`config.mk`:
```
export PLATFORM = sky130hd
export DESIGN_NAME = two_pointer_pivot_partition
export DESIGN_NICKNAME = d
export VERILOG_FILES = /design/src/tpp_pkg.sv /design/src/tpp_ram.sv /design/src/tpp_front.sv /design/src/tpp_queue.sv /design/src/tpp_back.sv /design/src/two_pointer_pivot_partition.sv
export SDC_FILE = /design/constraint.sdc
export NUM_CORES = 1
export LEC_CHECK = 0
export BUFFER_PORTS_ARGS = -buffer_cell sky130_fd_sc_hd__buf_2
export CAP_MARGIN = 15
export CORE_AREA = 5 5 218 326
export DETAILED_ROUTE_END_ITERATION = 8
export DIE_AREA = 0 0 223 331
export PLACE_DENSITY_LB_ADDON = 0.05
export SYNTH_ARGS = -nofsm -noshare
export SYNTH_HDL_FRONTEND = slang
export SYNTH_HIERARCHICAL = 1
export SYNTH_SLANG_ARGS = --single-unit
```
`constraint.sdc`:
```
create_clock -name clk_i -period 5.07 [get_ports clk_i]
set_input_delay 0.507 -clock clk_i [delete_from_list [all_inputs] [get_ports clk_i]]
set_output_delay 0.507 -clock clk_i [all_outputs]
set_load 0.1 [all_outputs]
```
`src/tpp_pkg.sv`:
```
// Shared constants, payload types and back-end state codes for the pivot partition block.
package tpp_pkg;

  localparam int unsigned DEPTH   = 16;
  localparam int unsigned DATA_W  = 32;
  localparam int unsigned BOUND_W = 5;
  localparam int unsigned CNT_W   = $clog2(DEPTH + 1);
  localparam int unsigned IDX_W   = (DEPTH > 1) ? $clog2(DEPTH) : 1;
  localparam int unsigned PTR_W   = CNT_W + 1;
  localparam int unsigned QDEPTH  = 2;
  localparam int unsigned QPTR_W  = (QDEPTH > 1) ? $clog2(QDEPTH) : 1;
  localparam int unsigned QCNT_W  = $clog2(QDEPTH + 1);

  typedef struct packed {
    logic signed [DATA_W-1:0] value;
    logic signed [DATA_W-1:0] pivot;
    logic                     last;
  } in_item_t;

  typedef struct packed {
    logic signed [DATA_W-1:0] element;
    logic [BOUND_W-1:0]       boundary;
    logic                     final_res;
  } out_item_t;

  // classified request handed from the front to the back
  typedef struct packed {
    logic signed [DATA_W-1:0] value;
    logic signed [DATA_W-1:0] pivot;
    logic                     first;
    logic                     keep;
    logic                     last;
  } cmd_t;

  typedef enum logic [5:0] {
    S_LOAD = 6'b000001,
    S_RD   = 6'b000010,
    S_CMP  = 6'b000100,
    S_SWP  = 6'b001000,
    S_EMRD = 6'b010000,
    S_EMLD = 6'b100000
  } back_state_e;

endpackage

```
`src/tpp_ram.sv`:
```
// Generic single-write, dual-read RAM with registered read data.
module tpp_ram #(
  parameter int unsigned WIDTH = 32,
  parameter int unsigned DEPTH = 16,
  localparam int unsigned AW   = (DEPTH > 1) ? $clog2(DEPTH) : 1
) (
  input  logic             clk_i,
  input  logic             we_i,
  input  logic [AW-1:0]    waddr_i,
  input  logic [WIDTH-1:0] wdata_i,
  input  logic [AW-1:0]    raddr0_i,
  input  logic [AW-1:0]    raddr1_i,
  output logic [WIDTH-1:0] rdata0_o,
  output logic [WIDTH-1:0] rdata1_o
);

  logic [WIDTH-1:0] mem_q [DEPTH];
  logic [WIDTH-1:0] rdata0_q;
  logic [WIDTH-1:0] rdata1_q;

  always_ff @(posedge clk_i) begin
    if (we_i) begin
      mem_q[waddr_i] <= wdata_i;
    end
    rdata0_q <= mem_q[raddr0_i];
    rdata1_q <= mem_q[raddr1_i];
  end

  assign rdata0_o = rdata0_q;
  assign rdata1_o = rdata1_q;

endmodule

```
`src/tpp_front.sv`:
```
// Input side: takes requests and tags them as first of set, kept or dropped, and last.
module tpp_front (
  input  logic             clk_i,
  input  logic             rst_ni,
  input  logic             in_valid_i,
  output logic             in_ready_o,
  input  tpp_pkg::in_item_t in_item_i,
  output logic             push_o,
  output tpp_pkg::cmd_t    cmd_o,
  input  logic             full_i
);
  import tpp_pkg::*;

  logic [CNT_W-1:0] count_q, count_d;
  logic             keep;

  assign in_ready_o = !full_i;
  assign push_o     = in_valid_i && !full_i;
  // elements beyond the store depth are dropped, but their last flag still counts
  assign keep       = (count_q < CNT_W'(DEPTH));

  always_comb begin
    cmd_o.value = in_item_i.value;
    cmd_o.pivot = in_item_i.pivot;
    cmd_o.first = (count_q == '0);
    cmd_o.keep  = keep;
    cmd_o.last  = in_item_i.last;
  end

  always_comb begin
    count_d = count_q;
    if (push_o) begin
      if (in_item_i.last) begin
        count_d = '0;
      end else if (keep) begin
        count_d = count_q + CNT_W'(1);
      end
    end
  end

  always_ff @(posedge clk_i or negedge rst_ni) begin
    if (!rst_ni) begin
      count_q <= '0;
    end else begin
      count_q <= count_d;
    end
  end

endmodule

```
`src/tpp_queue.sv`:
```
// Short request queue between front and back.
module tpp_queue (
  input  logic          clk_i,
  input  logic          rst_ni,
  input  logic          push_i,
  input  tpp_pkg::cmd_t cmd_i,
  output logic          full_o,
  input  logic          pop_i,
  output logic          valid_o,
  output tpp_pkg::cmd_t cmd_o
);
  import tpp_pkg::*;

  cmd_t              slot_q [QDEPTH];
  logic [QPTR_W-1:0] wr_ptr_q, wr_ptr_d;
  logic [QPTR_W-1:0] rd_ptr_q, rd_ptr_d;
  logic [QCNT_W-1:0] cnt_q, cnt_d;
  logic              do_push, do_pop;

  assign full_o  = (cnt_q == QCNT_W'(QDEPTH));
  assign valid_o = (cnt_q != '0);
  assign cmd_o   = slot_q[rd_ptr_q];
  assign do_push = push_i && !full_o;
  assign do_pop  = pop_i && valid_o;

  always_comb begin
    wr_ptr_d = wr_ptr_q;
    rd_ptr_d = rd_ptr_q;
    cnt_d    = cnt_q;
    if (do_push) begin
      wr_ptr_d = (wr_ptr_q == QPTR_W'(QDEPTH - 1)) ? '0 : wr_ptr_q + QPTR_W'(1);
    end
    if (do_pop) begin
      rd_ptr_d = (rd_ptr_q == QPTR_W'(QDEPTH - 1)) ? '0 : rd_ptr_q + QPTR_W'(1);
    end
    if (do_push && !do_pop) begin
      cnt_d = cnt_q + QCNT_W'(1);
    end else if (do_pop && !do_push) begin
      cnt_d = cnt_q - QCNT_W'(1);
    end
  end

  always_ff @(posedge clk_i) begin
    if (do_push) begin
      slot_q[wr_ptr_q] <= cmd_i;
    end
  end

  always_ff @(posedge clk_i or negedge rst_ni) begin
    if (!rst_ni) begin
      wr_ptr_q <= '0;
      rd_ptr_q <= '0;
      cnt_q    <= '0;
    end else begin
      wr_ptr_q <= wr_ptr_d;
      rd_ptr_q <= rd_ptr_d;
      cnt_q    <= cnt_d;
    end
  end

endmodule

```
`src/tpp_back.sv`:
```
// Back end: loads the element store, runs the two-pointer walk and emits the set.
module tpp_back (
  input  logic               clk_i,
  input  logic               rst_ni,
  input  logic               cmd_valid_i,
  input  tpp_pkg::cmd_t      cmd_i,
  output logic               pop_o,
  output logic               out_valid_o,
  input  logic               out_ready_i,
  output tpp_pkg::out_item_t out_item_o
);
  import tpp_pkg::*;

  back_state_e          state_q, state_d;
  logic [CNT_W-1:0]     fill_q, fill_d;
  logic [CNT_W-1:0]     n_q, n_d;
  logic [CNT_W-1:0]     k_q, k_d;
  logic [CNT_W-1:0]     lo_q, lo_d;
  logic signed [PTR_W-1:0] hi_q, hi_d;
  logic [BOUND_W-1:0]   bound_q, bound_d;
  logic signed [DATA_W-1:0] pivot_q, pivot_d;
  logic                 out_valid_q, out_valid_d;
  out_item_t            out_item_q, out_item_d;

  logic                 we;
  logic [IDX_W-1:0]     waddr, raddr0, raddr1;
  logic [DATA_W-1:0]    wdata, rdata0, rdata1;
  logic [CNT_W-1:0]     n_new;
  logic                 is_final;

  tpp_ram #(
    .WIDTH(DATA_W),
    .DEPTH(DEPTH)
  ) u_store (
    .clk_i   (clk_i),
    .we_i    (we),
    .waddr_i (waddr),
    .wdata_i (wdata),
    .raddr0_i(raddr0),
    .raddr1_i(raddr1),
    .rdata0_o(rdata0),
    .rdata1_o(rdata1)
  );

  // port 0 serves the left pointer during the walk and the emit index afterwards
  assign raddr0   = (state_q == S_EMRD || state_q == S_EMLD) ? k_q[IDX_W-1:0]
                                                             : lo_q[IDX_W-1:0];
  assign raddr1   = hi_q[IDX_W-1:0];
  assign n_new    = fill_q + CNT_W'(cmd_i.keep);
  assign is_final = (k_q == n_q - CNT_W'(1));

  assign out_valid_o = out_valid_q;
  assign out_item_o  = out_item_q;

  always_comb begin
    state_d     = state_q;
    fill_d      = fill_q;
    n_d         = n_q;
    k_d         = k_q;
    lo_d        = lo_q;
    hi_d        = hi_q;
    bound_d     = bound_q;
    pivot_d     = pivot_q;
    out_valid_d = out_valid_q && !out_ready_i;
    out_item_d  = out_item_q;
    we          = 1'b0;
    waddr       = lo_q[IDX_W-1:0];
    wdata       = rdata1;
    pop_o       = 1'b0;

    unique case (state_q)
      S_LOAD: begin
        if (cmd_valid_i) begin
          pop_o = 1'b1;
          if (cmd_i.first) begin
            pivot_d = cmd_i.pivot;
          end
          if (cmd_i.keep) begin
            we     = 1'b1;
            waddr  = fill_q[IDX_W-1:0];
            wdata  = cmd_i.value;
            fill_d = fill_q + CNT_W'(1);
          end
          if (cmd_i.last) begin
            n_d     = n_new;
            lo_d    = '0;
            hi_d    = $signed({1'b0, n_new}) - PTR_W'(1);
            fill_d  = '0;
            state_d = S_RD;
          end
        end
      end
      S_RD: begin
        if ($signed({1'b0, lo_q}) <= hi_q) begin
          state_d = S_CMP;
        end else begin
          bound_d = (lo_q == '0) ? BOUND_W'(1) : BOUND_W'(lo_q);
          k_d     = '0;
          state_d = S_EMRD;
        end
      end
      S_CMP: begin
        if ($signed(rdata0) < pivot_q) begin
          lo_d    = lo_q + CNT_W'(1);
          state_d = S_RD;
        end else if ($signed(rdata1) >= pivot_q) begin
          hi_d    = hi_q - PTR_W'(1);
          state_d = S_RD;
        end else begin
          // right element into left slot now, left element next cycle
          we      = 1'b1;
          waddr   = lo_q[IDX_W-1:0];
          wdata   = rdata1;
          state_d = S_SWP;
        end
      end
      S_SWP: begin
        // rdata0 was sampled before the left-slot write landed, so it is the old left value
        we      = 1'b1;
        waddr   = hi_q[IDX_W-1:0];
        wdata   = rdata0;
        lo_d    = lo_q + CNT_W'(1);
        hi_d    = hi_q - PTR_W'(1);
        state_d = S_RD;
      end
      S_EMRD: begin
        state_d = S_EMLD;
      end
      S_EMLD: begin
        if (!out_valid_q || out_ready_i) begin
          out_valid_d          = 1'b1;
          out_item_d.element   = $signed(rdata0);
          out_item_d.boundary  = bound_q;
          out_item_d.final_res = is_final;
          k_d                  = k_q + CNT_W'(1);
          state_d              = is_final ? S_LOAD : S_EMRD;
        end
      end
      default: begin
        state_d = S_LOAD;
      end
    endcase
  end

  always_ff @(posedge clk_i) begin
    out_item_q <= out_item_d;
  end

  always_ff @(posedge clk_i or negedge rst_ni) begin
    if (!rst_ni) begin
      state_q     <= S_LOAD;
      fill_q      <= '0;
      n_q         <= '0;
      k_q         <= '0;
      lo_q        <= '0;
      hi_q        <= '0;
      bound_q     <= '0;
      pivot_q     <= '0;
      out_valid_q <= 1'b0;
    end else begin
      state_q     <= state_d;
      fill_q      <= fill_d;
      n_q         <= n_d;
      k_q         <= k_d;
      lo_q        <= lo_d;
      hi_q        <= hi_d;
      bound_q     <= bound_d;
      pivot_q     <= pivot_d;
      out_valid_q <= out_valid_d;
    end
  end

endmodule

```
`src/two_pointer_pivot_partition.sv`:
```
// Pivot partition block: loads a set, partitions it around the pivot with two pointers, emits it.
// Loading: one request per cycle while the queue is not full; the back end pops and stores it.
// Partition: a pointer step goes through the read then compare state; a swap adds a write state.
// Emit: per element a store read, then the output register load, which waits on out_ready_i.
// Reset clears control state and counters; the element store holds no reset value.
// A new set's requests are queued while the previous set is still partitioning or emitting.
module two_pointer_pivot_partition (
  input  logic               clk_i,
  input  logic               rst_ni,
  input  logic               in_valid_i,
  output logic               in_ready_o,
  input  tpp_pkg::in_item_t  in_item_i,
  output logic               out_valid_o,
  input  logic               out_ready_i,
  output tpp_pkg::out_item_t out_item_o
);
  import tpp_pkg::*;

  logic push, full, pop, q_valid;
  cmd_t front_cmd, back_cmd;

  tpp_front u_front (
    .clk_i     (clk_i),
    .rst_ni    (rst_ni),
    .in_valid_i(in_valid_i),
    .in_ready_o(in_ready_o),
    .in_item_i (in_item_i),
    .push_o    (push),
    .cmd_o     (front_cmd),
    .full_i    (full)
  );

  tpp_queue u_queue (
    .clk_i  (clk_i),
    .rst_ni (rst_ni),
    .push_i (push),
    .cmd_i  (front_cmd),
    .full_o (full),
    .pop_i  (pop),
    .valid_o(q_valid),
    .cmd_o  (back_cmd)
  );

  tpp_back u_back (
    .clk_i      (clk_i),
    .rst_ni     (rst_ni),
    .cmd_valid_i(q_valid),
    .cmd_i      (back_cmd),
    .pop_o      (pop),
    .out_valid_o(out_valid_o),
    .out_ready_i(out_ready_i),
    .out_item_o (out_item_o)
  );

endmodule
```
==> reports/qor.log, run 1 <==
qor: sta.relative_slew_margins 27.64%
qor: grt.grtUsageTotal 25.60%
qor: place.gp_congestion 0.8568
qor: critical_path.worstSetupEndpointType flip-flop
qor: grt.grt_remaining_overflow 0
qor: outcome.run_status completed
qor: cts.insertion_delay 0.64 ns
qor: sta.finalSetupViolCount 0
qor: grt.pin_count_of_the_biggest_net_entering_global_routing 73
qor: place.placement.io_buffers 108
qor: power.peakVddDrop 0.0004039 V
qor: critical_path.worstSetupStartpointType flip-flop
qor: synth.synth-warning-count 6
qor: sta.timing.final.crit_share 86.14%
qor: synth.synthDominantAreaCellType sky130_fd_sc_hd__edfxtp_1
qor: power.cellLeakagePower 14.12 nW
qor: cells_and_area.most_common_cell_after_layout_fill_and_taps_aside sky130_fd_sc_hd__edfxtp_1
qor: synth.synthesized_nets 2294
qor: sta.grt_setup_unrepaired no
qor: synth.area_share_of_fa_ha_maj_cells_after_synthesis 2.709%
qor: critical_path.timing.critical_path.fanout_max 15
qor: critical_path.worst-r2r-cell-count 12
qor: place.place.detailed.hpwl 61490 µm
qor: critical_path.timing.rr.end u_back/u_store/mem_q[0][23]
qor: cts.ctsLongestPathBuffers 3
qor: floorplanning.fp.dieH 331 µm
qor: critical_path.cp.arrival 4.68 ns
qor: cells_and_area.n_antenna_cell 0
qor: grt.grt_pass1_vias 21450
qor: min_path.hold_path.startpoint in_item_i[49]
qor: synth.yosysTopAreaCellShare 55.59%
qor: route.wire_per_inst 29.55 µm
qor: cells_and_area.area_growth 10.46%
qor: cts.cts-buffers-inserted 77
qor: synth.synth.area.top_cells sky130_fd_sc_hd__edfxtp_1 (56%), sky130_fd_sc_hd__mux4_2 (16%), sky130_fd_sc_hd__dfrtp_1 (5.3%)
qor: synth.area_share_of_and_or_nand_nor_cells_after_synthesis 4.206%
qor: sta.worst-slew-pin-transition 1.083 ns
qor: power.power.density_cell_area 625.6 mW/mm²
qor: floorplanning.chipWidth 223 µm
qor: cts.tritoncts_num_sinks 827
qor: synth.area_fraction_in_compound_gates_after_synthesis 5.472%
qor: synth.synth-seq-area-share 64.41%
qor: cells_and_area.postLayoutCoreUtil 60.35%
qor: synth.ys_seq_elements 827
qor: critical_path.r2r_slack 0.70 ns
qor: route.remaining_drc_errors 0
qor: synth.synth_async_sr_flop_share 9.553%
qor: sta.max_freq 229.0 MHz
qor: synth.syn_area 0.03695 mm²
qor: route.initialDrtViolationCount 2016
qor: sta.fin_crit 4.367 ns
qor: synth.post_synth_xor_area_fraction 0.5689%
qor: critical_path.crit-reg2reg-launch u_back/pivot_q[30]
qor: sta.final-max-slew-violation-count 0
qor: cells_and_area.layout-drive-gt1-share 30.63%
qor: sta.finalSetupTns 0 ns
qor: synth.synthCells 2145
qor: route.num_vias 20330
qor: floorplanning.dieArea 0.07381 mm²
qor: grt.grt_first_pass_wirelength 140100 µm
qor: route.drt-vias-per-instance 6.410
qor: critical_path.type_of_the_setup_path_with_the_least_slack reg2reg
qor: floorplanning.fp-row-count 117
qor: sta.fin_worst_skew 0.01961 ns
qor: synth.synth_top_family_by_area multiplexers
qor: floorplanning.boundaryPins 109
qor: grt.antenna_found_initial 3
qor: cells_and_area.n_fill_cell 5053
qor: synth.yosys-mux-area-fraction 19.16%
qor: critical_path.cp_data_required_time 5.38 ns
qor: cells_and_area.final_nets 2363
qor: cts.cts_root_buf sky130_fd_sc_hd__clkbuf_16
qor: synth.syn_avg_cell_area 17.23 µm²
qor: synth.synth.distinct_cells 78
qor: route.drt_first_pass_iters 5
qor: sta.final-hold-violation-count 0
qor: synth.postSynth.topFlopCell sky130_fd_sc_hd__edfxtp_1
qor: cts.h-tree-depth 3
qor: flow_run.drv.max_cap_violation_count 0
qor: cts.cts_tree yes
qor: min_path.hold_path.class in2reg
qor: min_path.timing.hold.worst_endpoint u_queue/slot_q[0][51]
qor: floorplanning.placeableCoreArea 0.06763 mm²
qor: cts.post_cts_resize_count 0
qor: cells_and_area.mostFrequentLayoutCells sky130_fd_sc_hd__edfxtp_1 (684), sky130_fd_sc_hd__mux4_2 (256), sky130_fd_sc_hd__nand2_1 (172), sky130_fd_sc_hd__a22oi_1 (165), sky130_fd_sc_hd__buf_2 (107)
qor: cts.clkTransAtPathRegs 0.06 ns
qor: route.drt-total-wl 93710 µm
qor: min_path.min_path_cells 1
qor: route.detail-route-antenna-nets 0
qor: synth.synth_edf_count 684
qor: floorplanning.start_util 54.63%
[through the flow]
step / total power, mW / area, µm² / worst slack (ns) / instances / hold WS, ns
6_report: 25.53 / 40820 / 0.7026 / 3171 / 0.06403
2_1_floorplan: 16.77 / 36970 / 0.5280 / 2145 / 0.2114
5_1_grt: 26.79 / 40820 / 0.5197 / 3171 / 0.03753
3_5_place_dp: 19.96 / 38350 / 0.7525 / 3026 / 0.4324
4_1_cts: 25.69 / 40820 / 0.7203 / 3171 / 0.02534
3_3_place_gp: 19.78 / 38350 / 0.7887 / 3026 / 0.4314
[cells by family (layout without fill, tap and decap cells)]
logic type / count (synthesis) / in the layout
buffers and inverters: 239 / 373
XOR/XNOR: 24 / 24
AO/OA/AOI/OAI: 279 / 279
AND/OR/NAND/NOR: 330 / 330
adder cells (fa/ha/maj): 80 / 80
multiplexers: 366 / 366
flip-flops: 827 / 827
[worst max-delay path, stage by stage (launching register included)]
cell,delay [ns]
sky130_fd_sc_hd__dfrtp_1,0.34
sky130_fd_sc_hd__inv_1,0.06
sky130_fd_sc_hd__ha_1,0.31
sky130_fd_sc_hd__nand4_1,0.15
sky130_fd_sc_hd__nor4_1,0.68
sky130_fd_sc_hd__nand2_1,0.15
sky130_fd_sc_hd__and4_1,0.25
sky130_fd_sc_hd__nor3_1,0.17
sky130_fd_sc_hd__nand2_1,0.12
sky130_fd_sc_hd__o21ai_0,0.66
sky130_fd_sc_hd__or3b_2,0.63
sky130_fd_sc_hd__nor3_4,0.21
sky130_fd_sc_hd__buf_4,0.32
[worst max path at each step]
stage / start / to / slack, ns
finish: u_back/pivot_q[30] / u_back/u_store/mem_q[0][23] / 0.70
global route: u_back/pivot_q[27] / u_back/u_store/mem_q[8][10] / 0.52
CTS: u_back/pivot_q[30] / u_back/u_store/mem_q[0][18] / 0.72
detailed placement: u_back/pivot_q[30] / u_back/u_store/mem_q[0][22] / 0.75
global placement: u_back/pivot_q[31] / u_back/u_store/mem_q[0][22] / 0.79
floorplan: u_back/pivot_q[17] / u_back/u_store/mem_q[1][0] / 0.53
[registers in the layout, indices dropped and copies added, names as in the netlist]
name and flops:
u_queue/rd_ptr_q 1, u_back/out_valid_o 1, u_back/n_q 5, u_back/bound_q 5
u_queue/cnt_q 2, u_queue/wr_ptr_q 1, u_back/k_q 5, u_back/lo_q 5
u_back/u_store/rdata1_o 32, u_back/u_store/mem_q 512, u_back/u_store/rdata0_o 32, u_back/fill_q 5
u_back/state_q 6, u_back/hi_q 6, u_front/count_q 5, u_back/pivot_q 32
u_queue/slot_q 134, u_back/out_item_o 38
[power breakdown]
part | total [mW] | internal, mW | switching (mW)
registers | 10.6 | 9.81 | 0.807
logic | 9.21 | 3.60 | 5.62
clock network | 5.71 | 3.20 | 2.51
[cell usage after synthesis, types with 20 or more instances]
cell type / n
sky130_fd_sc_hd__edfxtp_1: 684
sky130_fd_sc_hd__mux4_2: 256
sky130_fd_sc_hd__nand2_1: 172
sky130_fd_sc_hd__a22oi_1: 165
sky130_fd_sc_hd__mux2_2: 88
sky130_fd_sc_hd__buf_4: 84
sky130_fd_sc_hd__ha_1: 80
sky130_fd_sc_hd__dfrtp_1: 78
sky130_fd_sc_hd__dfxtp_1: 64
sky130_fd_sc_hd__inv_1: 55
sky130_fd_sc_hd__clkbuf_1: 46
sky130_fd_sc_hd__nor2_1: 40
sky130_fd_sc_hd__a21oi_1: 28
sky130_fd_sc_hd__buf_2: 28
sky130_fd_sc_hd__o21ai_0: 27
sky130_fd_sc_hd__buf_1: 21
sky130_fd_sc_hd__mux2_4: 20
[layout make-up]
class                   count  area [µm²]  share of cell area [%]
repair buffers            173        1121                   2.747
inverters                  56       211.5                  0.5181
flip-flops and latches    827       23810                   58.34
well taps                 892        1116                   2.734
clock inverters            42       355.3                  0.8706
multi-input cells        1079       12100                   29.64
clock buffers             102        2103                   5.153
[layer usage]
metal  share of wire [%]  GRT usage, %  vias up
li1                    -             -     8719
met1                  40         35.26    10670
met2                  50         42.44      790
met3                 7.4         4.650      145
met4                 2.7         7.728        2
met5               0.014             0        -
[timing repair]
action,in CTS,in global routing
hold buffers,1,0
endpoints found under the hold margin,41,0
buffers inserted,0,0
Note: power is estimated with default switching activity, not from simulation.
==> run 2, diff against run 1 <==
==> constraint.sdc (replaced) <==
create_clock -name clk_i -period 5.07 [get_ports clk_i]
set_input_delay 1.521 -clock clk_i [delete_from_list [all_inputs] [get_ports clk_i]]
set_output_delay 1.521 -clock clk_i [all_outputs]
set_load 0.01 [all_outputs]
==> reports/qor.log, run 2 (synthesized netlist as in run 1, its figures left out) <==
qor: cts.ctsLongestPathBuffers 3
qor: floorplanning.start_util 54.63%
qor: critical_path.worstSetupStartpointType flip-flop
qor: sta.final-hold-violation-count 0
qor: cells_and_area.registers.top_by_ff_count u_back/u_store/mem_q
qor: place.dp.cells 3026
qor: sta.final.setup.worst_slack 0.9158 ns
qor: sta.grt_setup_unrepaired no
qor: place.placement.io_buffers 108
qor: cts.clkTransAtPathRegs 0.06 ns
qor: place.gp_congestion 0.8546
qor: floorplanning.fp-row-count 117
qor: sta.finalSetupTns 0 ns
qor: grt.antenna_found_initial 6
qor: cells_and_area.layout-drive-gt1-share 30.92%
qor: cts.tritoncts_num_sinks 827
qor: power.power.density_cell_area 627.3 mW/mm²
qor: cells_and_area.most_common_cell_after_layout_fill_and_taps_aside sky130_fd_sc_hd__edfxtp_1
qor: place.place.detailed.hpwl 59540 µm
qor: power.cellLeakagePower 14.18 nW
qor: sta.worst-slew-pin-transition 1.047 ns
qor: floorplanning.chipWidth 223 µm
qor: cells_and_area.register_area 0.02381 mm²
qor: critical_path.critical_path.slowest_cell sky130_fd_sc_hd__nor4_1
qor: cells_and_area.final_nets 2363
qor: cells_and_area.n_fill_cell 4997
qor: cells_and_area.n_antenna_cell 0
qor: floorplanning.placeableCoreArea 0.06763 mm²
qor: sta.relative_slew_margins 30.17%
qor: critical_path.critical_path.cell_chain inv_1 > ha_1 > nand4_1 > nor4_1 > nand2_1 > and4_1 > nor3_1 > nand2_1 > o21ai_0 > buf_4 > or3b_2 > nor2_4 > buf_4
qor: floorplanning.dieArea 0.07381 mm²
qor: route.wire_per_inst 29.52 µm
qor: critical_path.timing.critical_path.fanout_max 32
qor: critical_path.cpPeakStageDelay 0.68 ns
qor: critical_path.cp.arrival 4.41 ns
qor: route.num_vias 20570
qor: sta.timing.final.crit_share 81.94%
qor: cells_and_area.largest_reg_flops 512
qor: place.pre_cts_slack 0.9427 ns
qor: power.post-layout-total-power 25.69 mW
qor: grt.grt_remaining_overflow 0
qor: sta.fin_worst_skew 0.02818 ns
qor: route.remaining_drc_errors 0
qor: floorplanning.fp.dieH 331 µm
qor: sta.final-max-slew-violation-count 0
qor: route.drt-total-wl 93550 µm
qor: route.drt-vias-per-instance 6.490
qor: sta.finalSetupViolCount 0
qor: cells_and_area.mostFrequentLayoutCells sky130_fd_sc_hd__edfxtp_1 (684), sky130_fd_sc_hd__mux4_2 (256), sky130_fd_sc_hd__nand2_1 (172), sky130_fd_sc_hd__a22oi_1 (165), sky130_fd_sc_hd__buf_2 (107)
qor: route.drt_first_pass_iters 5
qor: critical_path.cp_data_required_time 5.33 ns
qor: outcome.run_status completed
qor: critical_path.type_of_the_setup_path_with_the_least_slack reg2reg
qor: cts.cts_root_buf sky130_fd_sc_hd__clkbuf_16
qor: route.detail-route-antenna-nets 0
qor: cells_and_area.multi_input_area 0.01210 mm²
qor: grt.grt_first_pass_wirelength 138700 µm
qor: sta.max_freq 240.7 MHz
qor: flow_run.drv.max_cap_violation_count 0
qor: cts.cts_hold_buffers 0
qor: cts.post_cts.repair.setup_buffers 0
qor: cts.insertion_delay 0.64 ns
qor: cts.post_cts_resize_count 0
qor: cts.h-tree-depth 3
qor: sta.fin_crit 4.154 ns
qor: cts.cts-buffers-inserted 78
qor: grt.grtUsageTotal 25.32%
qor: grt.pin_count_of_the_biggest_net_entering_global_routing 77
qor: route.initialDrtViolationCount 1951
qor: cells_and_area.area_growth 10.82%
qor: critical_path.worstSetupEndpointType flip-flop
qor: floorplanning.boundaryPins 109
qor: grt.grt_pass1_vias 21360
qor: min_path.hold_path.class reg2reg
qor: cts.cts_tree yes
qor: cells_and_area.post_layout_nonfiller_instances 3169
qor: power.peakVddDrop 0.0003915 V
==> run 2: cell types whose count changed in the layout (fill, tap and decap cells not counted) <==
| cell | change |
|---|---|
| sky130_fd_sc_hd__clkinv_8 | +2 |
| sky130_fd_sc_hd__clkbuf_8 | -1 |
| sky130_fd_sc_hd__buf_12 | +1 |
| sky130_fd_sc_hd__clkbuf_1 | -8 |
| sky130_fd_sc_hd__dlygate4sd3_1 | -1 |
| sky130_fd_sc_hd__clkinvlp_4 | +2 |
| sky130_fd_sc_hd__clkinv_1 | +1 |
| sky130_fd_sc_hd__buf_4 | -1 |
| sky130_fd_sc_hd__inv_6 | -3 |
| sky130_fd_sc_hd__clkbuf_16 | +1 |
| sky130_fd_sc_hd__clkinv_2 | +1 |
| sky130_fd_sc_hd__bufinv_16 | +4 |
==> run 2: worst paths after layout <==
check,start,endpoint,slack [ns],depth (start not counted)
min,u_back/bound_q[2],u_back/out_item_o[3],0.44,0
max,u_back/pivot_q[27],u_back/u_store/mem_q[1][7],0.92,13
max in group asynchronous,rst_ni,u_back/pivot_q[12],3.21,2
min reg2reg,u_back/bound_q[2],u_back/out_item_o[3],0.44,0
min in group asynchronous,rst_ni,u_back/pivot_q[24],0.97,1
max reg2reg,u_back/pivot_q[27],u_back/u_store/mem_q[1][7],0.92,13
==> run 2: per-stage QoR <==
step | hold WS [ns] | cell area (µm²) | util [%]
5_1_grt | 0.4698 | 40950 | 60.55
6_report | 0.4429 | 40950 | 60.55
3_5_place_dp | 0.4326 | 38360 | 56.72
3_3_place_gp | 0.4307 | 38360 | 56.72
2_1_floorplan | 0.4194 | 36970 | -
4_1_cts | 0.4426 | 40950 | 60.55
==> run 2: layout make-up <==
type                    instances  share of cell area (%)
repair buffers                172                   2.744
clock inverters                49                   1.234
flip-flops and latches        827                   58.15
well taps                     892                   2.725
clock buffers                  94                   5.090
multi-input cells            1079                   29.54
inverters                      56                  0.5164
==> run 2: per-layer routing <==
metal | track usage (%) | share of wire (%) | routed length, µm
met1 | 34.89 | 39 | 36350
met2 | 41.93 | 50 | 46370
met3 | 4.916 | 8.9 | 8280
met4 | 7.262 | 2.7 | 2555
met5 | 0 | 0 | 0
==> run 2: worst max-delay path: cells and delay by family (launching register included) <==
family                     cells  cell delay (ns)
and+or+nand+nor                8             2.22
AOI/OAI and AO/OA              1             0.17
buffers and inverters          3             0.71
adders and majority gates      1             0.31
DFF                            1             0.34
==> run 2: report_power, final <==
| group | switching (mW) | internal (mW) |
|---|---|---|
| Clock | 2.54 | 3.41 |
| Combinational | 5.55 | 3.60 |
| Sequential | 0.786 | 9.81 |
==> run 3, diff against run 2 <==
- clock period: 5.07 -> 3.9 ns (I/O delays scaled with it)
==> reports/qor.log, run 3 (synthesized netlist as in run 1, its figures left out) <==
qor: sta.fin_crit 3.782 ns
qor: cells_and_area.most_common_cell_after_layout_fill_and_taps_aside sky130_fd_sc_hd__edfxtp_1
qor: min_path.min_path_cells 0
qor: grt.grt_first_pass_wirelength 136000 µm
qor: sta.grt_setup_unrepaired no
qor: grt.antenna_found_initial 3
qor: cells_and_area.finish.instance_area 0.04151 mm²
qor: cts.cts_hold_buffers 0
qor: critical_path.cpPeakStageDelay 0.52 ns
qor: route.wire_per_inst 28.29 µm
qor: sta.worst-slew-pin-transition 1.189 ns
qor: route.initialDrtViolationCount 1835
qor: sta.finalSetupTns 0 ns
qor: cells_and_area.multi_input_area 0.01212 mm²
qor: route.remaining_drc_errors 0
qor: floorplanning.boundaryPins 109
qor: cts.post_cts_resize_count 0
qor: place.dp.cells 3049
qor: critical_path.worstSetupStartpointType flip-flop
qor: critical_path.r2r_slack 0.12 ns
qor: cells_and_area.registers.top_by_ff_count u_back/u_store/mem_q
qor: critical_path.crit_family compound AO/OA/AOI/OAI gates
qor: sta.fin_worst_skew 0.02222 ns
qor: cells_and_area.mostFrequentLayoutCells sky130_fd_sc_hd__edfxtp_1 (684), sky130_fd_sc_hd__mux4_2 (256), sky130_fd_sc_hd__nand2_1 (172), sky130_fd_sc_hd__a22oi_1 (165), sky130_fd_sc_hd__buf_2 (107)
qor: floorplanning.start_util 54.63%
qor: place.place.detailed.hpwl 60550 µm
qor: critical_path.critical_path.n_buffers_inverters 4
qor: grt.grtUsageTotal 24.64%
qor: cts.ctsLongestPathBuffers 3
qor: floorplanning.fp.dieH 331 µm
qor: power.post-layout-total-power 33.37 mW
qor: place.placement.io_buffers 108
qor: power.peakVddDrop 0.0007105 V
qor: floorplanning.fp-row-count 117
qor: cells_and_area.area_growth 12.33%
qor: place.placed_area 0.03894 mm²
qor: grt.grt_remaining_overflow 0
qor: route.detail-route-antenna-nets 0
qor: power.cellLeakagePower 14.40 nW
qor: route.drt-vias-per-instance 6.289
qor: cts.h-tree-depth 3
qor: cts.cts_root_buf sky130_fd_sc_hd__clkbuf_16
qor: cts.cts_tree yes
qor: sta.timing.final.crit_share 96.98%
qor: power.power.density_cell_area 803.9 mW/mm²
qor: critical_path.critical_path.cell_chain inv_1 > ha_1 > a21oi_2 > o21ai_1 > a221o_1 > o311a_1 > nor3_1 > nand2_1 > o21ai_1 > buf_4 > or3b_2 > buf_4 > nor2_4 > buf_12
qor: critical_path.type_of_the_setup_path_with_the_least_slack reg2reg
qor: floorplanning.chipWidth 223 µm
qor: cells_and_area.n_antenna_cell 0
qor: cells_and_area.register_area 0.02381 mm²
qor: cts.insertion_delay 0.64 ns
qor: flow_run.drv.max_cap_violation_count 0
qor: cells_and_area.layout-drive-gt1-share 31.65%
qor: outcome.run_status completed
qor: cts.clkTransAtPathRegs 0.06 ns
qor: critical_path.worstSetupEndpointType flip-flop
qor: cells_and_area.post_layout_nonfiller_instances 3192
qor: min_path.hold_path.class reg2reg
qor: min_path.timing.hold.worst_endpoint u_back/out_item_o[2]
qor: grt.grt_pass1_vias 21440
qor: cells_and_area.final_nets 2385
qor: critical_path.timing.critical_path.fanout_max 16
qor: min_path.hold_path.startpoint u_back/bound_q[1]
qor: route.drt_first_pass_iters 7
qor: critical_path.timing.rr.end u_back/u_store/mem_q[1][25]
qor: cts.post_cts.repair.setup_buffers 0
qor: sta.max_freq 264.4 MHz
qor: critical_path.critical_path.slowest_cell sky130_fd_sc_hd__or3b_2
qor: route.drt-total-wl 90310 µm
qor: cts.tritoncts_num_sinks 827
qor: sta.final-max-slew-violation-count 0
qor: place.gp_congestion 0.8792
qor: critical_path.worst-r2r-cell-count 14
qor: sta.relative_slew_margins 20.73%
qor: route.num_vias 20070
qor: cells_and_area.largest_reg_flops 512
qor: critical_path.crit-reg2reg-launch u_back/pivot_q[9]
qor: sta.finalSetupViolCount 0
qor: cells_and_area.n_fill_cell 4963
qor: cts.cts-buffers-inserted 77
qor: critical_path.cp_data_required_time 4.23 ns
qor: floorplanning.placeableCoreArea 0.06763 mm²
qor: floorplanning.dieArea 0.07381 mm²
qor: grt.pin_count_of_the_biggest_net_entering_global_routing 130
qor: critical_path.cp.arrival 4.11 ns
qor: sta.final-hold-violation-count 0
## run 3: cell count changes in the layout (fill, tap and decap cells not counted), moves of 2 or more
| cell | change |
|---|---|
| sky130_fd_sc_hd__bufinv_16 | -2 |
| sky130_fd_sc_hd__clkbuf_1 | +6 |
| sky130_fd_sc_hd__buf_12 | +32 |
| sky130_fd_sc_hd__nor4_1 | -2 |
| sky130_fd_sc_hd__nor4_2 | +2 |
| sky130_fd_sc_hd__clkbuf_8 | +5 |
| sky130_fd_sc_hd__buf_4 | -9 |
| sky130_fd_sc_hd__clkinv_2 | +2 |
| sky130_fd_sc_hd__clkinv_1 | -4 |
| sky130_fd_sc_hd__clkinvlp_4 | -6 |
## run 3: stage by stage
| stage | setup slack [ns] | utilization, % | hold slack (ns) |
|---|---|---|---|
| after floorplan | -0.5268 | - | 0.4194 |
| after global placement | 0.1583 | 57.57 | 0.4297 |
| after detailed placement | 0.09980 | 57.57 | 0.4306 |
| after CTS | 0.06998 | 61.35 | 0.4501 |
| after global routing | 0.008267 | 61.37 | 0.4624 |
| final | 0.1180 | 61.37 | 0.4510 |
## run 3: power breakdown
part           switching [mW]  internal [mW]  total (mW)  leakage (nW)
combinational            7.17           4.96        12.1          5.39
clock                    3.25           4.39        7.64          1.26
sequential              0.866           12.7        13.6          7.74
total                    11.3           22.1        33.4          14.4
## run 3: worst register-to-register path, stage by stage (launching register included)
cell and delay (ns):
sky130_fd_sc_hd__dfrtp_1 0.34, sky130_fd_sc_hd__inv_1 0.05, sky130_fd_sc_hd__ha_1 0.33, sky130_fd_sc_hd__a21oi_2 0.15, sky130_fd_sc_hd__o21ai_1 0.11, sky130_fd_sc_hd__a221o_1 0.36, sky130_fd_sc_hd__o311a_1 0.44, sky130_fd_sc_hd__nor3_1 0.21
sky130_fd_sc_hd__nand2_1 0.09, sky130_fd_sc_hd__o21ai_1 0.19, sky130_fd_sc_hd__buf_4 0.18, sky130_fd_sc_hd__or3b_2 0.52, sky130_fd_sc_hd__buf_4 0.17, sky130_fd_sc_hd__nor2_4 0.15, sky130_fd_sc_hd__buf_12 0.19
## run 3: worst max path at each step
stage | startpoint | cells past startpoint | end
2_1_floorplan | u_back/state_q[4] | 10 | u_back/u_store/mem_q[1][0]
3_3_place_gp | u_back/pivot_q[27] | 13 | u_back/u_store/mem_q[0][23]
3_5_place_dp | u_back/pivot_q[25] | 13 | u_back/u_store/mem_q[0][27]
4_1_cts | u_back/pivot_q[25] | 13 | u_back/u_store/mem_q[0][31]
5_1_grt | u_back/pivot_q[27] | 15 | u_back/u_store/mem_q[3][31]
6_report | u_back/pivot_q[9] | 14 | u_back/u_store/mem_q[1][25]
## run 3: layer usage
metal / wire length [µm] / share of wire, % / track usage (%) / up-vias
met5: 0 / 0 / 0 / -
met4: 2233 / 2.5 / 7.222 / 0
met3: 5935 / 6.6 / 3.784 / 128
met2: 45510 / 50 / 41.39 / 700
met1: 36630 / 41 / 34.02 / 10480
li1: - / - / - / 8770
## run 3: layout make-up
type | instances | area share (%)
timing repair buffer | 195 | 4.088
multi-input combinational | 1079 | 29.19
inverter | 56 | 0.5095
sequential | 827 | 57.37
clock buffer | 105 | 5.242
tap | 892 | 2.689
clock inverter | 38 | 0.9134
